### src/hw/rtl/cpt_pkg.sv
// Shared constants, types and arithmetic helpers for the Clarke/Park transform unit.
// No dependencies; every other file in hw/rtl imports this package.
package cpt_pkg;

  localparam int SAMPLE_W    = 16;
  localparam int ANGLE_W     = 16;
  localparam int SINE_DEPTH  = 1024;
  localparam int QTR_W       = ANGLE_W - 2;
  localparam int IDX_W       = $clog2(SINE_DEPTH + 1);
  localparam int TAB_W       = 16;
  localparam int TRIG_W      = TAB_W + 1;
  localparam int MID_W       = 18;
  localparam int COEF_W      = 18;
  localparam int PROD_W      = 36;
  localparam int SUM_W       = 38;
  localparam int FIN_W       = 20;
  localparam int MODE_W      = 3;
  localparam int CFG_IDX_W   = 1;

  // Operation codes
  localparam logic [MODE_W-1:0] MODE_ABC_TO_AB0 = 3'd0;
  localparam logic [MODE_W-1:0] MODE_AB0_TO_ABC = 3'd1;
  localparam logic [MODE_W-1:0] MODE_AB0_TO_DQ0 = 3'd2;
  localparam logic [MODE_W-1:0] MODE_DQ0_TO_AB0 = 3'd3;
  localparam logic [MODE_W-1:0] MODE_ABC_TO_DQ0 = 3'd4;
  localparam logic [MODE_W-1:0] MODE_DQ0_TO_ABC = 3'd5;

  // Configuration register indexes
  localparam logic [CFG_IDX_W-1:0] REG_SCALING = 1'b0;
  localparam logic [CFG_IDX_W-1:0] REG_FRAME   = 1'b1;

  // Rounding shifts
  localparam logic [4:0] SH_CLARKE_A = 5'd17;
  localparam logic [4:0] SH_UNIT     = 5'd16;
  localparam logic [4:0] SH_TRIG     = 5'd15;

  // Q1.16 coefficients
  localparam logic signed [COEF_W-1:0] K_R23  = 18'sd53510;
  localparam logic signed [COEF_W-1:0] K_R12  = 18'sd46341;
  localparam logic signed [COEF_W-1:0] K_R16  = 18'sd26755;
  localparam logic signed [COEF_W-1:0] K_R13  = 18'sd37837;
  localparam logic signed [COEF_W-1:0] K_23   = 18'sd43691;
  localparam logic signed [COEF_W-1:0] K_13   = 18'sd21845;
  localparam logic signed [COEF_W-1:0] K_S32  = 18'sd56756;
  localparam logic signed [COEF_W-1:0] K_HALF = 18'sd32768;
  localparam logic signed [COEF_W-1:0] K_ONE  = 18'sd65536;

  localparam int SMAX = (2 ** (SAMPLE_W - 1)) - 1;
  localparam int SMIN = -(2 ** (SAMPLE_W - 1));
  localparam logic signed [SAMPLE_W-1:0] SAMPLE_MAX = SAMPLE_W'(SMAX);
  localparam logic signed [SAMPLE_W-1:0] SAMPLE_MIN = SAMPLE_W'(SMIN);

  localparam logic [63:0] PI_HALF_Q30 = 64'd1686629713;

  typedef logic signed [MID_W-1:0]  mid_t;
  typedef logic signed [PROD_W-1:0] prod_t;
  typedef logic signed [SUM_W-1:0]  sum_t;
  typedef logic signed [FIN_W-1:0]  fin_t;
  typedef logic [TAB_W-1:0] sine_tab_t [SINE_DEPTH+1];

  typedef struct packed {
    logic                       clip;
    logic signed [SAMPLE_W-1:0] val;
  } sat_t;

  // Quarter-wave sine table, Q30 Taylor series, evaluated at elaboration.
  function automatic sine_tab_t build_sine();
    sine_tab_t   tab;
    logic [63:0] x;
    logic [63:0] x2;
    logic [63:0] term;
    logic [63:0] r;
    longint      sum;
    for (int i = 0; i <= SINE_DEPTH; i++) begin
      x    = (PI_HALF_Q30 * 64'(i)) / SINE_DEPTH;
      x2   = (x * x) >> 30;
      term = x;
      sum  = longint'(x);
      for (int k = 1; k <= 12; k++) begin
        term = (term * x2) >> 30;
        term = term / 64'((2 * k) * (2 * k + 1));
        if ((k % 2) == 1) sum = sum - longint'(term);
        else sum = sum + longint'(term);
      end
      if (sum < 0) sum = 0;
      r = (64'(sum) * 64'd32768 + (64'd1 << 29)) >> 30;
      if (r > 64'd32768) r = 64'd32768;
      tab[i] = TAB_W'(r);
    end
    return tab;
  endfunction

  // floor((v + 2^(sh-1)) / 2^sh)
  function automatic sum_t rnd_half_up(input sum_t v, input logic [4:0] sh);
    sum_t w;
    w = v + (sum_t'(1) <<< (sh - 5'd1));
    return w >>> sh;
  endfunction

  function automatic sat_t saturate(input fin_t v);
    sat_t r;
    if (v > fin_t'(SMAX)) begin
      r.clip = 1'b1;
      r.val  = SAMPLE_MAX;
    end else if (v < fin_t'(SMIN)) begin
      r.clip = 1'b1;
      r.val  = SAMPLE_MIN;
    end else begin
      r.clip = 1'b0;
      r.val  = SAMPLE_W'(v);
    end
    return r;
  endfunction

endpackage

### src/hw/rtl/cpt_clarke_fwd.sv
// Forward Clarke multipliers: abc to scaled alpha/beta/zero products.
// Depends on cpt_pkg.
module cpt_clarke_fwd import cpt_pkg::*; (
  input  logic                       scale_i,
  input  logic signed [SAMPLE_W-1:0] a_i,
  input  logic signed [SAMPLE_W-1:0] b_i,
  input  logic signed [SAMPLE_W-1:0] c_i,
  output prod_t                      p_alpha_o,
  output prod_t                      p_beta_o,
  output prod_t                      p_zero_o
);

  mid_t d2;
  mid_t bc;
  mid_t sm;
  logic signed [COEF_W-1:0] ka;
  logic signed [COEF_W-1:0] kb;
  logic signed [COEF_W-1:0] kz;

  assign d2 = (MID_W'(a_i) <<< 1) - MID_W'(b_i) - MID_W'(c_i);
  assign bc = MID_W'(b_i) - MID_W'(c_i);
  assign sm = MID_W'(a_i) + MID_W'(b_i) + MID_W'(c_i);

  assign ka = scale_i ? K_23  : K_R23;
  assign kb = scale_i ? K_R13 : K_R12;
  assign kz = scale_i ? K_13  : K_R13;

  assign p_alpha_o = d2 * ka;
  assign p_beta_o  = bc * kb;
  assign p_zero_o  = sm * kz;

endmodule

### config.mk
export PLATFORM = sky130hd
export DESIGN_NAME = cpt_clarke_fwd
export DESIGN_NICKNAME = d
export VERILOG_FILES = /design/src/hw/rtl/cpt_pkg.sv /design/src/hw/rtl/cpt_clarke_fwd.sv
export SDC_FILE = /design/constraint.sdc
export NUM_CORES = 2
export LEC_CHECK = 0
export BUFFER_PORTS_ARGS = -buffer_cell sky130_fd_sc_hd__buf_4
export CORE_ASPECT_RATIO = 0.8
export CORE_UTILIZATION = 55
export DETAILED_ROUTE_END_ITERATION = 16
export PLACE_DENSITY = 0.75
export SYNTH_ARGS = -nofsm -noshare
export SYNTH_HDL_FRONTEND = slang
export SYNTH_SLANG_ARGS = --single-unit
### constraint.sdc
create_clock -name vclk -period 14.4
set_clock_uncertainty 0.1 [all_clocks]
set_input_delay 2.16 -clock vclk [all_inputs]
set_output_delay 2.16 -clock vclk [all_outputs]
set_load 0.02 [all_outputs]
==> results by group <==
Layout
  – Share of layout cells above drive strength 1: 0.0703
  – Num sequential: 0
  – Reg area: 0 um^2
  – Area grow syn2layout: 7.17%
  – Clock buffers: 0
  – Nets: between 4000 and 5000

Critical path
  – Worst setup EP type: output port
  – Worst Path Max Fanout: 6
  – Max stage delay on crit path: ~0.53 ns
  – WS Path Type: input pin to output port
  – Worst EP required: ~12 ns
  – CP startpoint kind: input pin
  – Critical path's slowest cell: fa_1
  – WP data arrival: 11.58 ns

Global route
  – Vias in the first global route: 20900
  – M1 GR Usage: 0.375
  – Total GRT Usage: 0.265
  – GRT Max-Usage Layer: met2
  – GR Layer Usage met3: 0.0393
  – Initial antenna violation count: 5
  – Grt ovf: 0
  – Met2 usage: 0.447
  – First-pass GRT wire length: approximately 100000 um
  – Pin count of the biggest net entering global routing: 54

Detailed routing
  – Routed WL: ~63000 um
  – DR vias/cell: 5.21
  – Via Count: about 19000
  – Initial DRT Pass Iterations: 9
  – Drt wl/cell: ~17 um
  – First DRT Iteration DRCs: 893
  – Final ANT Viol Nets: 0
  – Residual DRC count: 0

STA
  – RSZ-0062 raised after global routing: no
  – Pins over their slew limit: 0
  – Pin slew with the least headroom to its limit: approximately 1.1 ns
  – Setup TNS: 0 ns
  – # setup viols final: 0
  – Endpoints failing hold: 0
  – Slew headroom: 0.248
  – Period utilization: 0.961
  – Period minus WS final: roughly 14 ns
  – Peak Freq: 0.0722 GHz

Clock network
  – Post-CTS Hold Buffers: 0

Floorplan
  – # IOs: between 150 and 200
  – Die Wd: 249 um
  – Site Rows: slightly above 70
  – Core area: roughly 48000 um^2
  – DIE AREA: 49600 um^2
  – Die outline height: between 150 and 200 um
  – Initial core utilization: 0.564

Yosys
  – Library cells used by synthesis: a little under 70
  – Syn_area_per_cell: 9.03 um^2
  – Sequential-to-total area share from yosys stat: 0
  – Synth Cell Area: ~27000 um^2
  – Post-synthesis cell count: 2966
  – YS warnings: 0

Placed design
  – Buffers on Ports: approximately 160
  – Routability Congestion: slightly below 1
  – Post-DP HPWL: 57900 um

Run
  – Max-cap viol count: 0

Status
  – Outcome: finished, final reports clean

Min path
  – Worst Hold Class: input pin to output port
[kinds of logic (layout without fill, tap and decap cells)]
kind of cell / after synthesis / count (layout) / synth area share
fa+ha+maj: 1055 / 1055 / 0.651
buf+inv: 1008 / 1110 / 0.142
simple gates: 402 / 402 / 0.0709
compound gates: 346 / 346 / 0.0854
xor+xnor: 144 / 144 / 0.0474
mux: 9 / 9 / 0.00355
other cells: 2 / 35 / 0.000280
[layer usage]
metal  part of all wire  up-vias
met2               0.46      449
li1                   -     9239
met5            0.00086        -
met3              0.060       47
met4             0.0099        8
met1               0.47     9633
[area by class of cell]
type | instances | area, um^2
multi-input cells | 1990 | 23100
fillers | 4110 | 18800
inverters | 939 | 3520
repair buffers | 171 | 1280
well taps | 620 | 776
diodes | 1 | 2.50
[per-stage QoR]
stage / instances / hold WS, ns / util / cell area, um^2 / setup WS [ns]
floorplan: 2998 / 4.51 / - / 26900 / 1.33
global placement: 3720 / 4.87 / 0.604 / 28700 / 0.715
detailed placement: 3720 / 4.89 / 0.604 / 28700 / 0.460
CTS: 3720 / 4.88 / 0.604 / 28700 / 0.402
global route: 3720 / 4.94 / 0.604 / 28700 / 0.110
finish: 3721 / 4.90 / 0.604 / 28700 / 0.559
[critical path, delay by kind of cell]
kind | cells | cell delay (ns)
adder cells (fa/ha/maj) | 10 | 4.24
AO/OA/AOI/OAI | 14 | 3.45
buffers and inverters | 9 | 0.87
XOR/XNOR | 2 | 0.49
multiplexers | 1 | 0.30
AND/OR/NAND/NOR | 1 | 0.06
[final timing paths]
kind | start | end | slack (ns) | cells after the start
min | c_i[0] | p_beta_o[0] | 4.90 | 4
max | b_i[1] | p_zero_o[35] | 0.56 | 37
[synthesized netlist by cell type, drive strengths merged (24+ instances only)]
cell type / n / share of area
a21o: 45 / 0.013
a21oi: 105 / 0.020
clkbuf: 62 / 0.0087
fa: 563 / 0.42
ha: 492 / 0.23
inv: 939 / 0.13
nand2: 119 / 0.017
nand3: 30 / 0.0056
nor2: 117 / 0.017
o21ai: 59 / 0.011
o21bai: 25 / 0.0070
or2: 24 / 0.0057
xnor2: 109 / 0.036
xor2: 35 / 0.011
[timing repair]
item / 4_1_cts / 5_1_grt
setup endpoints to repair: 0 / 2
setup buffers: 0 / 0
endpoints found under the hold margin: 0 / 0
gates resized for setup: 0 / 1
[layout by cell type (no fill, tap or decap), types with 22 or more instances in the layout]
cell / netlist / final
inv_1: 937 / 936
xnor2_1: 108 / 108
and3_1: 22 / 22
a21oi_1: 105 / 105
fa_1: 563 / 563
o21bai_1: 25 / 25
ha_1: 492 / 492
buf_4: 4 / 171
a21o_1: 45 / 45
nand3_1: 30 / 30
nand2_1: 119 / 119
conb_1: 2 / 34
o21ai_0: 59 / 59
nor2_1: 116 / 116
or2_2: 23 / 23
xor2_1: 35 / 35
Power is left out: the tool's default activity adds up to more than one toggle a clock period on the data nets, which glitch-free logic cannot reach.
