`config.mk`:
```
export PLATFORM = sky130hd
export DESIGN_NAME = cpt_rotate
export DESIGN_NICKNAME = d
export VERILOG_FILES = /design/src/hw/rtl/cpt_pkg.sv /design/src/hw/rtl/cpt_rotate.sv
export SDC_FILE = /design/constraint.sdc
export NUM_CORES = 2
export LEC_CHECK = 0
export ABC_AREA = 1
export BUFFER_PORTS_ARGS = -buffer_cell sky130_fd_sc_hd__buf_2
export CAP_MARGIN = 20
export CELL_PAD_IN_SITES_DETAIL_PLACEMENT = 1
export CELL_PAD_IN_SITES_GLOBAL_PLACEMENT = 1
export CORE_ASPECT_RATIO = 1.25
export CORE_MARGIN = 4
export CORE_UTILIZATION = 45
export DETAILED_ROUTE_END_ITERATION = 12
export GPL_TIMING_DRIVEN = 0
export PLACE_DENSITY = 0.93
export SYNTH_ARGS = -nofsm -noshare
export SYNTH_HDL_FRONTEND = slang
export SYNTH_SLANG_ARGS = --single-unit
```
`constraint.sdc`:
```
create_clock -name vclk -period 6.6
set_clock_uncertainty 0.15 [all_clocks]
set_input_delay 0.66 -clock vclk [all_inputs]
set_output_delay 0.66 -clock vclk [all_outputs]
set_load 0.1 [all_outputs]
```
`src/hw/rtl/cpt_pkg.sv`:
```
// Shared constants, types and arithmetic helpers for the Clarke/Park transform unit.
// No dependencies; every other file in hw/rtl imports this package.
package cpt_pkg;

  localparam int SAMPLE_W    = 16;
  localparam int ANGLE_W     = 16;
  localparam int SINE_DEPTH  = 1024;
  localparam int QTR_W       = ANGLE_W - 2;
  localparam int IDX_W       = $clog2(SINE_DEPTH + 1);
  localparam int TAB_W       = 16;
  localparam int TRIG_W      = TAB_W + 1;
  localparam int MID_W       = 18;
  localparam int COEF_W      = 18;
  localparam int PROD_W      = 36;
  localparam int SUM_W       = 38;
  localparam int FIN_W       = 20;
  localparam int MODE_W      = 3;
  localparam int CFG_IDX_W   = 1;

  // Operation codes
  localparam logic [MODE_W-1:0] MODE_ABC_TO_AB0 = 3'd0;
  localparam logic [MODE_W-1:0] MODE_AB0_TO_ABC = 3'd1;
  localparam logic [MODE_W-1:0] MODE_AB0_TO_DQ0 = 3'd2;
  localparam logic [MODE_W-1:0] MODE_DQ0_TO_AB0 = 3'd3;
  localparam logic [MODE_W-1:0] MODE_ABC_TO_DQ0 = 3'd4;
  localparam logic [MODE_W-1:0] MODE_DQ0_TO_ABC = 3'd5;

  // Configuration register indexes
  localparam logic [CFG_IDX_W-1:0] REG_SCALING = 1'b0;
  localparam logic [CFG_IDX_W-1:0] REG_FRAME   = 1'b1;

  // Rounding shifts
  localparam logic [4:0] SH_CLARKE_A = 5'd17;
  localparam logic [4:0] SH_UNIT     = 5'd16;
  localparam logic [4:0] SH_TRIG     = 5'd15;

  // Q1.16 coefficients
  localparam logic signed [COEF_W-1:0] K_R23  = 18'sd53510;
  localparam logic signed [COEF_W-1:0] K_R12  = 18'sd46341;
  localparam logic signed [COEF_W-1:0] K_R16  = 18'sd26755;
  localparam logic signed [COEF_W-1:0] K_R13  = 18'sd37837;
  localparam logic signed [COEF_W-1:0] K_23   = 18'sd43691;
  localparam logic signed [COEF_W-1:0] K_13   = 18'sd21845;
  localparam logic signed [COEF_W-1:0] K_S32  = 18'sd56756;
  localparam logic signed [COEF_W-1:0] K_HALF = 18'sd32768;
  localparam logic signed [COEF_W-1:0] K_ONE  = 18'sd65536;

  localparam int SMAX = (2 ** (SAMPLE_W - 1)) - 1;
  localparam int SMIN = -(2 ** (SAMPLE_W - 1));
  localparam logic signed [SAMPLE_W-1:0] SAMPLE_MAX = SAMPLE_W'(SMAX);
  localparam logic signed [SAMPLE_W-1:0] SAMPLE_MIN = SAMPLE_W'(SMIN);

  localparam logic [63:0] PI_HALF_Q30 = 64'd1686629713;

  typedef logic signed [MID_W-1:0]  mid_t;
  typedef logic signed [PROD_W-1:0] prod_t;
  typedef logic signed [SUM_W-1:0]  sum_t;
  typedef logic signed [FIN_W-1:0]  fin_t;
  typedef logic [TAB_W-1:0] sine_tab_t [SINE_DEPTH+1];

  typedef struct packed {
    logic                       clip;
    logic signed [SAMPLE_W-1:0] val;
  } sat_t;

  // Quarter-wave sine table, Q30 Taylor series, evaluated at elaboration.
  function automatic sine_tab_t build_sine();
    sine_tab_t   tab;
    logic [63:0] x;
    logic [63:0] x2;
    logic [63:0] term;
    logic [63:0] r;
    longint      sum;
    for (int i = 0; i <= SINE_DEPTH; i++) begin
      x    = (PI_HALF_Q30 * 64'(i)) / SINE_DEPTH;
      x2   = (x * x) >> 30;
      term = x;
      sum  = longint'(x);
      for (int k = 1; k <= 12; k++) begin
        term = (term * x2) >> 30;
        term = term / 64'((2 * k) * (2 * k + 1));
        if ((k % 2) == 1) sum = sum - longint'(term);
        else sum = sum + longint'(term);
      end
      if (sum < 0) sum = 0;
      r = (64'(sum) * 64'd32768 + (64'd1 << 29)) >> 30;
      if (r > 64'd32768) r = 64'd32768;
      tab[i] = TAB_W'(r);
    end
    return tab;
  endfunction

  // floor((v + 2^(sh-1)) / 2^sh)
  function automatic sum_t rnd_half_up(input sum_t v, input logic [4:0] sh);
    sum_t w;
    w = v + (sum_t'(1) <<< (sh - 5'd1));
    return w >>> sh;
  endfunction

  function automatic sat_t saturate(input fin_t v);
    sat_t r;
    if (v > fin_t'(SMAX)) begin
      r.clip = 1'b1;
      r.val  = SAMPLE_MAX;
    end else if (v < fin_t'(SMIN)) begin
      r.clip = 1'b1;
      r.val  = SAMPLE_MIN;
    end else begin
      r.clip = 1'b0;
      r.val  = SAMPLE_W'(v);
    end
    return r;
  endfunction

endpackage

```
`src/hw/rtl/cpt_rotate.sv`:
```
// Park rotation multipliers: the four cross products of (alpha, beta) and (sin, cos).
// Depends on cpt_pkg.
module cpt_rotate import cpt_pkg::*; (
  input  mid_t                     al_i,
  input  mid_t                     be_i,
  input  logic signed [TRIG_W-1:0] sin_i,
  input  logic signed [TRIG_W-1:0] cos_i,
  output prod_t                    as_o,
  output prod_t                    ac_o,
  output prod_t                    bs_o,
  output prod_t                    bc_o
);

  assign as_o = PROD_W'(al_i) * PROD_W'(sin_i);
  assign ac_o = PROD_W'(al_i) * PROD_W'(cos_i);
  assign bs_o = PROD_W'(be_i) * PROD_W'(sin_i);
  assign bc_o = PROD_W'(be_i) * PROD_W'(cos_i);

endmodule

```
==> results by group, run 1 <==
Outcome
  • Outcome: stopped before the end
  • Stop stage: 5_1_grt
  • Err: [ERROR GRT-0232] Routing congestion too high. Check the congestion heatmap in the GUI.

Floorplan
  • Chip Width: 306 µm
  • Height of the chip: 380 µm
  • Number of placement rows: 136
  • # IOs: 214
  • Initial Util: 45.3%

Synth
  • Distinct cells, synth: 33
  • Post-synthesis sequential area ratio: 0%
  • Syn_area_per_cell: 7.43 µm²
  • Mapped Cells: 6,708
  • Ys Warns: 0
  • Post-Synthesis Cell Area: 49,900 µm²
  • Syn_nets: 8,370

Place
  • Post-DP HPWL: 182,000 µm
  • IO buf count: 144
  • Dpl ws: -2010 ps
  • Routability cong.: 1.01

Global routing
  • GRT Residual Overflow: 349
  • Largest net degree at the start of global routing: 12
  • Tot GR Track Use: 81.2%
-- layer usage --
layer  GRT overflow  track usage [%]
met1             26             78.1
met2            173             93.5
met3             13             74.2
met4            137             80.2
met5              0             50.6
-- metrics by stage --
stage | utilization (%) | std cells | setup TNS (ps) | hold WS [ps] | area, µm²
after floorplan | - | 6708 | -956 | 1760 | 51900
after detailed placement | 49.5 | 8302 | -144170 | 1890 | 54500
after CTS | 59.4 | 8627 | -9560 | 1810 | 65400
after global placement | 49.5 | 8301 | -131680 | 1890 | 54500
-- synth_stat cells --
| cell | count | share of area, % |
|---|---|---|
| inv_1 | 2129 | 16 |
| nand2_1 | 1942 | 15 |
| fa_1 | 1244 | 50 |
| ha_1 | 348 | 8.7 |
| clkbuf_1 | 277 | 2.1 |
| nor2_1 | 200 | 1.5 |
| nand3_1 | 114 | 1.1 |
| a21oi_1 | 104 | 1.0 |
| xor2_1 | 64 | 1.1 |
| nand2_2 | 40 | 0.50 |
| nor2_2 | 37 | 0.46 |
| o21bai_1 | 33 | 0.50 |
| nand4_1 | 29 | 0.36 |
| o21ai_0 | 24 | 0.24 |
| and2_1 | 20 | 0.25 |
| inv_2 | 17 | 0.13 |
| nand3b_1 | 14 | 0.21 |
| xnor2_1 | 12 | 0.21 |
| nand3_2 | 10 | 0.20 |
| nor3_1 | 9 | 0.090 |
| nor3_2 | 9 | 0.18 |
| nor2_4 | 5 | 0.11 |
| a21o_1 | 4 | 0.060 |
| buf_4 | 4 | 0.060 |
| or2_2 | 4 | 0.050 |
| clkinv_1 | 3 | 0.023 |
| and3_1 | 2 | 0.025 |
| buf_2 | 2 | 0.020 |
| o21a_1 | 2 | 0.030 |
| o21ai_1 | 2 | 0.020 |
| or2_1 | 2 | 0.025 |
| a21oi_2 | 1 | 0.018 |
| buf_1 | 1 | 0.0075 |
-- logic make-up after synthesis --
family | synth area share (%)
compound gates | 1.91
xor+xnor | 1.33
simple gates | 19.7
fa+ha+maj | 58.7
buf+inv | 18.3
-- what timing repair did --
item	4_1_cts
gates resized for setup	1884
setup buffers	318
gates cloned	7
hold buffers	0
pin swaps	425
endpoints found under the setup margin	112
==> run 2, diff against run 1 <==
--- a/config.mk
+++ b/config.mk
@@ -8,14 +8,11 @@
 export ABC_AREA = 1
 export BUFFER_PORTS_ARGS = -buffer_cell sky130_fd_sc_hd__buf_2
 export CAP_MARGIN = 20
-export CELL_PAD_IN_SITES_DETAIL_PLACEMENT = 1
-export CELL_PAD_IN_SITES_GLOBAL_PLACEMENT = 1
-export CORE_ASPECT_RATIO = 1.25
 export CORE_MARGIN = 4
-export CORE_UTILIZATION = 45
+export CORE_UTILIZATION = 30
 export DETAILED_ROUTE_END_ITERATION = 12
 export GPL_TIMING_DRIVEN = 0
-export PLACE_DENSITY = 0.93
+export PLACE_DENSITY_LB_ADDON = 0.15
 export SYNTH_ARGS = -nofsm -noshare
 export SYNTH_HDL_FRONTEND = slang
 export SYNTH_SLANG_ARGS = --single-unit
==> constraint.sdc (replaced) <==
create_clock -name vclk -period 8.6
set_clock_uncertainty 0.15 [all_clocks]
set_input_delay 0.86 -clock vclk [all_inputs]
set_output_delay 0.86 -clock vclk [all_outputs]
set_load 0.1 [all_outputs]
==> results by group, run 2 <==
Critical path
  • Crit path capture type: primary output
  • Critical path class: in2out
  • Crit start category: input pin
  • Worst endpoint required time: 7590 ps
  • Worst setup startpoint: sin_i[9]
  • Critical Path AT: 7390 ps
  • Max FO, Critical Path: 10

Cells and area
  • Seq cells: 0
  • Commonest non-fill, non-tap cell in the layout: inv_1
  • Final nets: 8,525
  • Area growth from synthesis to layout: 7.94%
  • CLK BUF: 0
  • Fillcell total: 18,300
  • Commonest cells after routing, fill and taps aside: inv_1, nand2_1, fa_1
  • Seq. cell area: 0 µm²
  • Share of cells above drive strength 1: 6.89%

STA
  • Pins Over Slew Limit: 0
  • FMAX: 119 MHz
  • Final setup fails: 0
  • Total Neg Setup Slack: 0 ps
  • Final min period: 8400 ps
  • Slew margin rel.: 22.9%
  • Fin crit share: 97.7%
  • Worst Tran Pin Value: 1160 ps
  • Final Hold Viols: 0

Floorplan
  • Height of the chip: 416 µm (+9.3%)
  • Number of placement rows: 149 (+9.6%)
  • Chip Width: 416 µm (+36%)
  • Initial Util: 30.2% (-15 points)
  • # IOs: 214 (unchanged)
  • Core area: 165,000 µm²
  • Area of the die: 173,000 µm²

Synth
  • Post-Synthesis Cell Area: 49,900 µm² (unchanged)
  • Mapped Cells: 6,708 (unchanged)
  • Distinct cells, synth: 33 (unchanged)
  • Top-count cell post-synth: inv_1
  • Syn_area_per_cell: 7.43 µm² (unchanged)
  • Synth Area in Compound Gates: 1.91% (unchanged)
  • Syn_nets: 8,370 (unchanged)
  • Synth top area share: 49.9% (unchanged)
  • Mux contribution to synthesized area: 0% (unchanged)
  • Largest family of logic cells by synthesized area: adder cells
  • Synth top area cells: fa_1, inv_1, nand2_1
  • Post-synthesis simple-gate area fraction: 19.7% (unchanged)
  • Post-synthesis sequential area ratio: 0% (unchanged)
  • Leading area contributor after synthesis: fa_1
  • Synth Area in XOR/XNOR: 1.33% (unchanged)
  • Adder-cell share of the synthesized area: 58.7% (unchanged)
  • Top cells by count, synth: inv_1, nand2_1, fa_1, ha_1, clkbuf_1
  • Ys Warns: 0 (unchanged)

Route
  • Vias post-DR: 41,300
  • Drt total wl: 192,000 µm
  • Router iterations before antenna repair: 5
  • 1st-iter DRT viols: 2,665
  • Highest routed metal layer: met4
  • Metal3 WL: 11,500 µm
  • DR WL met2: 94,700 µm
  • ANT nets after route: 0
  • Routed WL per cell: 21.1 µm
  • Drt via density: 4.55
  • Metal-1 WL: 76,000 µm
  • DRC Markers: 0

Global routing
  • Largest net degree at the start of global routing: 17
  • First-pass GRT wire length: 287,000 µm
  • Initial antenna violation count: 24
  • Tot GR Track Use: 22.4%
  • GRT Residual Overflow: 0
  • Vias in the first global route: 44,600

Min path
  • Hold Crit Start: sin_i[0]
  • Hold path depth: 4
  • Hold WC Path Type: in2out

Clock network
  • Post-CTS Setup Inserts: 0 (-100%)

Place
  • Routability cong.: 0.928 (-7.9%)
  • IO buf count: 144 (unchanged)
  • Post-DP HPWL: 167,000 µm (-8.4%)

Flow run
  • Max_cap viols: 0

Outcome
  • Outcome: completed
run 2: cell counts after synthesis:
Identical to the previous run, type by type.
run 2: stage by stage:
stage	hold slack, ps	std cells	utilization, %	setup WS [ps]	area (µm²)
5_1_grt	2380	9063	32.6	-5.99	53800
6_report	2350	9066	32.6	201	53800
2_1_floorplan	2160	6708	-	312	49900
3_5_place_dp	2450	9050	32.4	-802	53500
4_1_cts	2450	9049	32.4	1.29	53600
3_3_place_gp	2510	9041	32.3	-916	53300
run 2: critical path, cell delays in order:
cell and delay [ps]:
clkbuf_2 450, clkbuf_1 770, nand2_1 180, fa_1 540
inv_1 50, fa_1 500, fa_1 590, fa_1 470
fa_1 500, inv_1 50, fa_1 470, inv_1 40
ha_1 360, nand2_1 150, nor2_1 190, inv_2 80
nor2_2 100, nand2_1 60, nand2_1 120, xor2_1 340
buf_2 500
run 2: path summary, 6_finish.rpt:
path / slack (ps) / to
hold / removal: 2350 / bs_o[0]
setup / recovery: 200 / bs_o[19]
run 2: routing by layer:
metal  GRT usage [%]  vias to the layer above
met2            39.6                     1187
met1            27.7                    20900
li1                -                    18900
met5               0                        -
met3            2.90                      288
met4            8.55                        0
run 2: repair_timing:
action	in CTS	in global routing
endpoints found under the setup margin	83	74
endpoints found under the hold margin	0	0
gates resized for setup	98	262
hold buffers	0	0
run 2: cells by family after synthesis:
family	after synthesis
buffers and inverters	2433
AND/OR/NAND/NOR	2437
adder cells (fa/ha/maj)	1592
XOR/XNOR	76
AO/OA/AOI/OAI	170
run 2: cell type report:
| class | instances | area [µm²] | area share [%] |
|---|---|---|---|
| Tap cell | 2189 | 2740 | 5.09 |
| Antenna cell | 16 | 40.0 | 0.0744 |
| Buffer | 283 | 1360 | 2.53 |
| Multi-Input combinational cell | 4275 | 40700 | 75.7 |
| Timing Repair Buffer | 154 | 888 | 1.65 |
| Inverter | 2149 | 8070 | 15.0 |
Power of run 2 is not shown: default switching activity piles up to over one toggle a cycle in this logic, so the estimate is an artifact.
