--- src/hw/rtl/cpt_pkg.sv ---
// Shared constants, types and arithmetic helpers for the Clarke/Park transform unit.
// No dependencies; every other file in hw/rtl imports this package.
package cpt_pkg;

  localparam int SAMPLE_W    = 16;
  localparam int ANGLE_W     = 16;
  localparam int SINE_DEPTH  = 1024;
  localparam int QTR_W       = ANGLE_W - 2;
  localparam int IDX_W       = $clog2(SINE_DEPTH + 1);
  localparam int TAB_W       = 16;
  localparam int TRIG_W      = TAB_W + 1;
  localparam int MID_W       = 18;
  localparam int COEF_W      = 18;
  localparam int PROD_W      = 36;
  localparam int SUM_W       = 38;
  localparam int FIN_W       = 20;
  localparam int MODE_W      = 3;
  localparam int CFG_IDX_W   = 1;

  // Operation codes
  localparam logic [MODE_W-1:0] MODE_ABC_TO_AB0 = 3'd0;
  localparam logic [MODE_W-1:0] MODE_AB0_TO_ABC = 3'd1;
  localparam logic [MODE_W-1:0] MODE_AB0_TO_DQ0 = 3'd2;
  localparam logic [MODE_W-1:0] MODE_DQ0_TO_AB0 = 3'd3;
  localparam logic [MODE_W-1:0] MODE_ABC_TO_DQ0 = 3'd4;
  localparam logic [MODE_W-1:0] MODE_DQ0_TO_ABC = 3'd5;

  // Configuration register indexes
  localparam logic [CFG_IDX_W-1:0] REG_SCALING = 1'b0;
  localparam logic [CFG_IDX_W-1:0] REG_FRAME   = 1'b1;

  // Rounding shifts
  localparam logic [4:0] SH_CLARKE_A = 5'd17;
  localparam logic [4:0] SH_UNIT     = 5'd16;
  localparam logic [4:0] SH_TRIG     = 5'd15;

  // Q1.16 coefficients
  localparam logic signed [COEF_W-1:0] K_R23  = 18'sd53510;
  localparam logic signed [COEF_W-1:0] K_R12  = 18'sd46341;
  localparam logic signed [COEF_W-1:0] K_R16  = 18'sd26755;
  localparam logic signed [COEF_W-1:0] K_R13  = 18'sd37837;
  localparam logic signed [COEF_W-1:0] K_23   = 18'sd43691;
  localparam logic signed [COEF_W-1:0] K_13   = 18'sd21845;
  localparam logic signed [COEF_W-1:0] K_S32  = 18'sd56756;
  localparam logic signed [COEF_W-1:0] K_HALF = 18'sd32768;
  localparam logic signed [COEF_W-1:0] K_ONE  = 18'sd65536;

  localparam int SMAX = (2 ** (SAMPLE_W - 1)) - 1;
  localparam int SMIN = -(2 ** (SAMPLE_W - 1));
  localparam logic signed [SAMPLE_W-1:0] SAMPLE_MAX = SAMPLE_W'(SMAX);
  localparam logic signed [SAMPLE_W-1:0] SAMPLE_MIN = SAMPLE_W'(SMIN);

  localparam logic [63:0] PI_HALF_Q30 = 64'd1686629713;

  typedef logic signed [MID_W-1:0]  mid_t;
  typedef logic signed [PROD_W-1:0] prod_t;
  typedef logic signed [SUM_W-1:0]  sum_t;
  typedef logic signed [FIN_W-1:0]  fin_t;
  typedef logic [TAB_W-1:0] sine_tab_t [SINE_DEPTH+1];

  typedef struct packed {
    logic                       clip;
    logic signed [SAMPLE_W-1:0] val;
  } sat_t;

  // Quarter-wave sine table, Q30 Taylor series, evaluated at elaboration.
  function automatic sine_tab_t build_sine();
    sine_tab_t   tab;
    logic [63:0] x;
    logic [63:0] x2;
    logic [63:0] term;
    logic [63:0] r;
    longint      sum;
    for (int i = 0; i <= SINE_DEPTH; i++) begin
      x    = (PI_HALF_Q30 * 64'(i)) / SINE_DEPTH;
      x2   = (x * x) >> 30;
      term = x;
      sum  = longint'(x);
      for (int k = 1; k <= 12; k++) begin
        term = (term * x2) >> 30;
        term = term / 64'((2 * k) * (2 * k + 1));
        if ((k % 2) == 1) sum = sum - longint'(term);
        else sum = sum + longint'(term);
      end
      if (sum < 0) sum = 0;
      r = (64'(sum) * 64'd32768 + (64'd1 << 29)) >> 30;
      if (r > 64'd32768) r = 64'd32768;
      tab[i] = TAB_W'(r);
    end
    return tab;
  endfunction

  // floor((v + 2^(sh-1)) / 2^sh)
  function automatic sum_t rnd_half_up(input sum_t v, input logic [4:0] sh);
    sum_t w;
    w = v + (sum_t'(1) <<< (sh - 5'd1));
    return w >>> sh;
  endfunction

  function automatic sat_t saturate(input fin_t v);
    sat_t r;
    if (v > fin_t'(SMAX)) begin
      r.clip = 1'b1;
      r.val  = SAMPLE_MAX;
    end else if (v < fin_t'(SMIN)) begin
      r.clip = 1'b1;
      r.val  = SAMPLE_MIN;
    end else begin
      r.clip = 1'b0;
      r.val  = SAMPLE_W'(v);
    end
    return r;
  endfunction

endpackage

--- src/hw/rtl/cpt_clarke_inv.sv ---
// Inverse Clarke multipliers: alpha/beta/zero times the selected coefficient set.
// Depends on cpt_pkg.
module cpt_clarke_inv import cpt_pkg::*; (
  input  logic  scale_i,
  input  mid_t  al_i,
  input  mid_t  be_i,
  input  mid_t  ze_i,
  output prod_t pa0_o,
  output prod_t pa1_o,
  output prod_t pb_o,
  output prod_t pz_o
);

  logic signed [COEF_W-1:0] k0;
  logic signed [COEF_W-1:0] k1;
  logic signed [COEF_W-1:0] kb;
  logic signed [COEF_W-1:0] kz;

  assign k0 = scale_i ? K_ONE  : K_R23;
  assign k1 = scale_i ? K_HALF : K_R16;
  assign kb = scale_i ? K_S32  : K_R12;
  assign kz = scale_i ? K_ONE  : K_R13;

  assign pa0_o = al_i * k0;
  assign pa1_o = al_i * k1;
  assign pb_o  = be_i * kb;
  assign pz_o  = ze_i * kz;

endmodule

--- config.mk ---
export PLATFORM = sky130hd
export DESIGN_NAME = cpt_clarke_inv
export DESIGN_NICKNAME = d
export VERILOG_FILES = /design/src/hw/rtl/cpt_pkg.sv /design/src/hw/rtl/cpt_clarke_inv.sv
export SDC_FILE = /design/constraint.sdc
export NUM_CORES = 1
export LEC_CHECK = 0
export ABC_CLOCK_PERIOD_IN_PS = 7350
export BUFFER_PORTS_ARGS = -buffer_cell sky130_fd_sc_hd__clkbuf_2
export CAP_MARGIN = 20
export CORE_MARGIN = 2
export CORE_UTILIZATION = 50
export DETAILED_ROUTE_END_ITERATION = 12
export PLACE_DENSITY = 0.72
export SYNTH_ARGS = -nofsm -noshare
export SYNTH_HDL_FRONTEND = slang
export SYNTH_SLANG_ARGS = --single-unit
--- constraint.sdc ---
create_clock -name vclk -period 7.35
set_input_delay 0 -clock vclk [all_inputs]
set_output_delay 0 -clock vclk [all_outputs]
set_load 0.05 [all_outputs]
==> results of run 1 <==
[final timing paths]
check | endpoint | startpoint | slack (ns) | cells after the start
max | pa1_o[29] | scale_i | 0.73 | 22
min | pb_o[2] | be_i[0] | 0.61 | 3
[layout by cell type, fill, tap and decap left out, types with 13 or more instances in the layout]
master	instances
o21ai_0	49
and3_1	24
conb_1	16
o21ai_1	14
nand2_1	124
nor2b_1	36
xor2_1	62
ha_1	462
a21oi_1	98
and2_1	22
a21o_1	63
inv_1	714
clkbuf_2	192
nor2_1	67
nand3_1	17
xnor2_1	114
o21a_1	13
fa_1	404
[per-layer routing]
metal	vias to the layer above	part of all wire, %	GRT usage (%)
li1	8103	-	-
met1	8379	44	31.1
met2	411	50	41.4
met3	64	4.4	1.14
met4	0	1.7	3.65
met5	-	0	0
[cells by family after synthesis]
kind of cell | count (synthesis)
XOR/XNOR | 176
adder cells (fa/ha/maj) | 869
AND/OR/NAND/NOR | 338
multiplexers | 13
AO/OA/AOI/OAI | 333
buffers and inverters | 783
other | 2
[tightest hold or removal path: cells and delay by family]
| kind | cells | cell delay, ns |
|---|---|---|
| buffers and inverters | 2 | 0.45 |
| adder cells (fa/ha/maj) | 1 | 0.16 |
[per-stage QoR]
stage	cell area, µm²	setup WS, ns	hold slack, ns	util [%]	cells
after floorplan	22500	0.437	0.292	-	2528
after global placement	24100	0.853	0.592	54.4	3258
after detailed placement	24100	0.830	0.598	54.4	3258
after CTS	24100	0.815	0.601	54.4	3258
after global routing	24100	0.467	0.630	54.4	3258
final	24100	0.728	0.610	54.4	3258
[layout make-up]
cell class	instances	area share, %
Inverter	714	11.1
Tap cell	592	3.07
Timing Repair Buffer	207	4.76
Multi-Input combinational cell	1745	81.0
==> metrics.txt, run 1 <==
cell accounting for the most synthesized area=fa_1; Data arrival, critical path=around 6.6 ns; mux contribution to synthesized area=less than 1%; Slew headroom=between 40% and 50%; DR WL/cell=roughly 16 µm; Detailed Place HPWL=approximately 47,000 µm; Starting Density=50.7%; Top Ports=between 150 and 200; post-synth top area share=between 30% and 40%; xor/xnor share of the synthesized area=a little under 7%; Avg Inst Size Synth=~8.9 µm²; Yosys cell types=slightly above 80; Post-CTS Setup Inserts=0; crit path capture type=output pin; CP delay by family, top=adder cells; largest net degree at the start of global routing=a little over 80; Post-Synth Adder-Cell Area=between 60% and 70%; Resize count post-CTS=0; Least-Margin Pin Slew=between 0.8 and 0.9 ns; top-count cell post-synth=inv_1; critical path class=in -> out; Crit path top cell by count=fa_1; height of the die=216 µm; Detail Route Antenna Nets=0; first-pass GRT wire length=~88,000 µm; Multi-input gate area=~20,000 µm²; Slew Viols, Final=0; Max Cap Viol=0; simple-gate share of the synthesized area=around 7.2%; status=complete, no violations; die width=216 µm; Total Routed Length=around 52,000 µm; Seq/Total Area, Yosys=0%; slowest stage delay, CP=0.76 ns; Initial DRC Count=760; cts hold-fix bufs=0; number of standard cells after synthesis=about 2,500; highest net fanout along the worst path=80; worst hold path class=in -> out; Achievable Freq=between 150 and 200 MHz; DR vias/cell=between 5 and 6; vias in the first global route=between 15,000 and 20,000; ANT cells=0; clk_buf instances=0; Final GP Congestion=around 0.93; CP max stage cell=a2111oi_1; CP required=between 7 and 8 ns; Die ar.=46,600 µm²; share of post-route cells with drive strength above 1=8.96%; area fraction in compound gates after synthesis=approximately 10%; Rows=77; register area=0 µm²; total grt overflow=0; Fin. Hold Viols=0; synth top area cells=fa_1, ha_1, inv_1, xnor2_1, xor2_1; crit path time final=approximately 6.6 ns; unrepaired setup endpoints after global routing=false; Filler cells=about 4,000; WP buf/inv=5; Ys Warns=0; Final #Nets=roughly 3,600; crit share post-route=between 90% and 100%; Setup crit start kind=primary input; Sum Neg Setup Slack=0 ns; FFs & Latches=0; Port Buffers=around 200; Cell Area, Synth=approximately 22,000 µm²; initial antenna violation count=0; main combinational cell family by area after synthesis=adder cells; most frequent cells after synthesis=inv_1, ha_1, fa_1, nand2_1, xnor2_1; Final Setup Violations=0; DR pass1 iterations=5; Synth-to-Final Area Change=7.34%; total number of vias=~17,000; # DRC=0; core area=around 44,000 µm²; CP cell instances=buf_4 -> buf_12 -> nor2b_1 -> ha_1 -> ha_1 -> a21o_1 -> fa_1 -> inv_1 -> fa_1 -> fa_1 -> fa_1 -> inv_1 -> ha_1 -> a21oi_1 -> o21bai_1 -> a21o_1 -> a2111oi_1 -> o31a_1 -> o21ba_2 -> o21ai_0 -> xor2_1 -> clkbuf_2; GRT Total Usage=a little under a quarter
Power of run 1 is not shown: default switching activity piles up to over one toggle a cycle in this logic, so the estimate is an artifact.
==> run 2, diff against run 1 <==
--- a/config.mk
+++ b/config.mk
@@ -5,13 +5,15 @@
 export SDC_FILE = /design/constraint.sdc
 export NUM_CORES = 1
 export LEC_CHECK = 0
+export ABC_AREA = 1
 export ABC_CLOCK_PERIOD_IN_PS = 7350
 export BUFFER_PORTS_ARGS = -buffer_cell sky130_fd_sc_hd__clkbuf_2
 export CAP_MARGIN = 20
 export CORE_MARGIN = 2
 export CORE_UTILIZATION = 50
 export DETAILED_ROUTE_END_ITERATION = 12
-export PLACE_DENSITY = 0.72
+export PLACE_DENSITY = 0.71
+export SLEW_MARGIN = 20
 export SYNTH_ARGS = -nofsm -noshare
 export SYNTH_HDL_FRONTEND = slang
 export SYNTH_SLANG_ARGS = --single-unit
==> metrics.txt, run 2 <==
worst hold path class=in -> out; Avg Inst Size Synth=a little over 7 µm²; largest net degree at the start of global routing=71; height of the die=about 230 µm; most frequent cells after synthesis=inv_1, nand2_1, ha_1, fa_1, nor2_1; register area=0 µm²; highest net fanout along the worst path=70; DR WL/cell=approximately 15 µm; GRT Total Usage=between 20% and 30%; Starting Density=about half; final setup margin=approximately 1.2 ns; DR pass1 iterations=6; cell accounting for the most synthesized area=fa_1; DR vias/cell=between 4 and 5; status=complete, no violations; Crit path top cell by count=inv_1; Yosys cell types=40; Final #Nets=approximately 4,600; worst setup path startpoint=scale_i; Rows=around 80; Multi-input gate area=about 21,000 µm²; Filler cells=between 4,000 and 5,000; cell depth of the worst setup path=24; share of post-route cells with drive strength above 1=~6.5%; total number of vias=21,200; Top Ports=about 200; commonest non-fill, non-tap cell in the layout=inv_1; post-route non-filler standard cell count=about 4,300; unrepaired setup endpoints after global routing=false; clk_buf instances=0; die width=between 200 and 250 µm; number of standard cells after synthesis=3,479; Initial DRC Count=1,417; Die ar.=52,100 µm²; vias in the first global route=about 21,000; HP Start=be_i[0]; Seq/Total Area, Yosys=0%; initial antenna violation count=4; critical path class=in -> out; Data arrival, critical path=between 6 and 7 ns; Port Buffers=roughly 200; slowest stage delay, CP=between 0.5 and 0.6 ns; Final GP Congestion=just under 1; # DRC=0; core area=49,900 µm²; Synth-to-Final Area Change=6.74%; Detail Route Antenna Nets=0; Post-CTS Setup Inserts=0; post-synth top area share=32.2%; total grt overflow=0; Sum Neg Setup Slack=0 ns; top-count cell post-synth=inv_1; WP buf/inv=9; crit path capture type=output pin; crit path time final=6.13 ns; Critical Path End=pz_o[28]; Slew Viols, Final=0; Least-Margin Pin Slew=0.970 ns; Cell Area, Synth=25,100 µm²; Achievable Freq=between 150 and 200 MHz; FFs & Latches=0; Detailed Place HPWL=59,600 µm; CP max stage cell=buf_4; Inst Count DP=between 4,000 and 5,000; Setup crit start kind=primary input; synth top area cells=fa_1, ha_1, inv_1, nand2_1, xor2_1; dpl ws=around 1.3 ns; CP required=approximately 7.4 ns; Ys Warns=0; crit share post-route=between 80% and 90%; Total Routed Length=approximately 65,000 µm; Resize count post-CTS=0; CP cell instances=buf_4 -> inv_4 -> nand2_1 -> inv_1 -> fa_1 -> inv_1 -> fa_1 -> inv_1 -> ha_1 -> fa_1 -> fa_1 -> inv_1 -> fa_1 -> inv_1 -> ha_1 -> nand2_1 -> inv_1 -> nand2_1 -> nor3_1 -> nand3_1 -> nand3_1 -> nand2_1 -> nand2_1 -> clkbuf_2; Slew headroom=35.1%; Fin. Hold Viols=0; Max Cap Viol=0; cts hold-fix bufs=0; Final Setup Violations=0; CP delay by family, top=adder cells; first-pass GRT wire length=between 100,000 and 150,000 µm; commonest cells after routing, fill and taps aside=inv_1, nand2_1, ha_1
[run 2: layout make-up]
class                           instances  share of cell area [%]
Inverter                             1047                    14.7
Tap cell                              672                    3.13
Timing Repair Buffer                  201                    3.79
Multi-Input combinational cell       2405                    78.4
Antenna cell                            1                 0.00933
[run 2: logic make-up (layout without fill, tap and decap cells)]
| logic type | count (synthesis) | after routing | synth area share (%) |
|---|---|---|---|
| compound gates | 188 | 188 | 4.26 |
| xor+xnor | 111 | 111 | 3.87 |
| fa+ha+maj | 866 | 866 | 55.2 |
| buf+inv | 1088 | 1248 | 16.5 |
| other cells | 2 | 17 | 0.0299 |
| simple gates | 1224 | 1224 | 20.2 |
[run 2: layer usage]
metal  track usage [%]  routed length (µm)  share of wire [%]  up-vias
met3              1.85                3230                4.9       73
met4              3.64                1110                1.7        6
met2              43.2               30900                 47      545
met5                 0                  40              0.061        -
li1                  -                   -                  -    10600
met1              36.0               29900                 46     9988
[run 2: worst min path at each step]
stage,to,slack (ns),depth (start not counted)
detailed placement,pb_o[0],0.54,4
finish,pb_o[0],0.55,4
global placement,pb_o[0],0.54,4
floorplan,pb_o[0],0.23,2
global route,pb_o[0],0.58,4
CTS,pb_o[0],0.54,4
[run 2: worst min-delay path: stages]
cell and delay (ns):
clkbuf_2 0.17, inv_1 0.08, nor2_1 0.06, clkbuf_2 0.23
[run 2: per-stage QoR]
step                      utilization [%]  hold slack [ns]  cell area (µm²)
after floorplan                         -            0.230            25200
after global placement               53.8            0.540            26800
after detailed placement             53.8            0.541            26800
after CTS                            53.8            0.541            26800
after global routing                 53.8            0.581            26800
final                                53.8            0.547            26800
Power of run 2 is left out for the same reason.
==> run 3, diff against run 2 <==
--- a/config.mk
+++ b/config.mk
@@ -5,14 +5,14 @@
 export SDC_FILE = /design/constraint.sdc
 export NUM_CORES = 1
 export LEC_CHECK = 0
-export ABC_AREA = 1
-export ABC_CLOCK_PERIOD_IN_PS = 7350
+export ABC_AREA = 0
+export ABC_CLOCK_PERIOD_IN_PS = 5700
 export BUFFER_PORTS_ARGS = -buffer_cell sky130_fd_sc_hd__clkbuf_2
 export CAP_MARGIN = 20
 export CORE_MARGIN = 2
 export CORE_UTILIZATION = 50
 export DETAILED_ROUTE_END_ITERATION = 12
-export PLACE_DENSITY = 0.71
+export PLACE_DENSITY = 0.72
 export SLEW_MARGIN = 20
 export SYNTH_ARGS = -nofsm -noshare
 export SYNTH_HDL_FRONTEND = slang
==> constraint.sdc (replaced) <==
create_clock -name vclk -period 5.7
set_input_delay 0 -clock vclk [all_inputs]
set_output_delay 0 -clock vclk [all_outputs]
set_load 0.05 [all_outputs]
==> metrics.txt, run 3 (synthesized netlist as in run 1, its figures left out) <==
status=complete, no violations; critical path class=in -> out; largest net degree at the start of global routing=35; Starting Density=50.7%; vias in the first global route=between 15,000 and 20,000; Slew Viols, Final=0; DR pass1 iterations=5; Detail Route Antenna Nets=0; share of post-route cells with drive strength above 1=21.9%; Filler cells=about 3,600; DR vias/cell=5.10; height of the die=~220 µm; crit path time final=5.63 ns; GR peak layer=met2; crit path capture type=output pin; commonest cells after routing, fill and taps aside=inv_1, ha_1, fa_1; initial antenna violation count=5; first-pass GRT wire length=94,900 µm; die width=between 200 and 250 µm; crit share post-route=between 90% and 100%; DR WL/cell=about 16 µm; worst hold path class=in -> out; Data arrival, critical path=~5.6 ns; met1 Resource Use GR=32.5%; Multi-input gate area=20,400 µm²; Crit path top cell by count=fa_1; unrepaired setup endpoints after global routing=true; Final GP Congestion=around 0.96; GRT Total Usage=24.7%; grt met2 use=approximately 44%; highest net fanout along the worst path=7; Max Cap Viol=0; Final Setup Violations=0; Fin. Hold Viols=0; Final #Nets=around 3,900; Achievable Freq=about 180 MHz; Detailed Place HPWL=a little over 50,000 µm; CP cell instances=buf_12 -> inv_4 -> buf_6 -> nand2_1 -> fa_1 -> inv_1 -> fa_1 -> fa_2 -> fa_1 -> fa_1 -> inv_1 -> fa_1 -> inv_1 -> ha_4 -> nand2_1 -> or3_4 -> o21ai_4 -> a21oi_4 -> o31a_1 -> o311ai_4 -> buf_12; # DRC=0; Total Routed Length=roughly 57,000 µm; Port Buffers=between 150 and 200; FFs & Latches=0; CP max stage cell=fa_1; Synth-to-Final Area Change=25.7%; clk_buf instances=0; commonest non-fill, non-tap cell in the layout=inv_1; register area=0 µm²; Rows=between 70 and 80; Top Ports=just under 200; total number of vias=18,000; slowest stage delay, CP=~0.54 ns; CP required=about 5.7 ns; met3 usage=under 10%; core area=44,300 µm²; HP Start=be_i[1]; Initial DRC Count=939; Die ar.=roughly 47,000 µm²; total grt overflow=0; Setup crit start kind=primary input; worst setup path startpoint=scale_i; Sum Neg Setup Slack=0 ns
[run 3: cell count changes in the layout (fill, tap and decap cells not counted), moves of 43 or more]
cell / before / now
buf_12: 0 / 74
xor2_1: 95 / 52
nor2_1: 215 / 65
nand3_1: 131 / 17
xnor2_1: 16 / 95
clkbuf_2: 197 / 123
a21o_1: 12 / 63
inv_1: 1043 / 700
nand2_1: 776 / 113
buf_4: 4 / 272
[run 3: path summary, 6_finish.rpt]
path  cells past startpoint       end  slack, ns
max                      21  pb_o[31]       0.07
min                       3   pb_o[1]       0.50
[run 3: repair_timing]
item / 4_1_cts / 5_1_grt
gates resized for setup: 52 / 106
gates cloned: 2 / 2
pin swaps: 24 / 52
buffers inserted: 5 / 9
hold buffers: 0 / 0
setup endpoints to repair: 35 / 47
[run 3: per-stage QoR]
step	instances	cell area, µm²	utilization, %	hold slack [ns]	setup WS [ns]
floorplan	2528	22800	-	0.163	-0.0935
global placement	3513	27300	61.7	0.493	-0.164
detailed placement	3513	27300	61.7	0.497	-0.270
CTS	3520	27700	62.4	0.495	0.0000369
global route	3533	28200	63.7	0.524	-0.167
finish	3533	28200	63.7	0.500	0.0697
[run 3: critical path, delay by kind of cell]
kind,cells,cell delay [ns]
and+or+nand+nor,3,0.56
adders and majority gates,7,3.32
AOI/OAI and AO/OA,4,1.04
buffers and inverters,7,0.69
[run 3: area by class of cell]
cell class,count,area share (%)
diodes,2,0.0177
repair buffers,480,15.4
multi-input cells,1745,72.4
inverters,714,9.53
well taps,592,2.62
[run 3: metal layers]
metal | share of wire (%) | up-vias
met5 | 0.075 | -
met4 | 2.5 | 6
met3 | 3.9 | 108
met2 | 51 | 393
met1 | 43 | 8878
li1 | - | 8641
Power of run 3 is left out for the same reason.
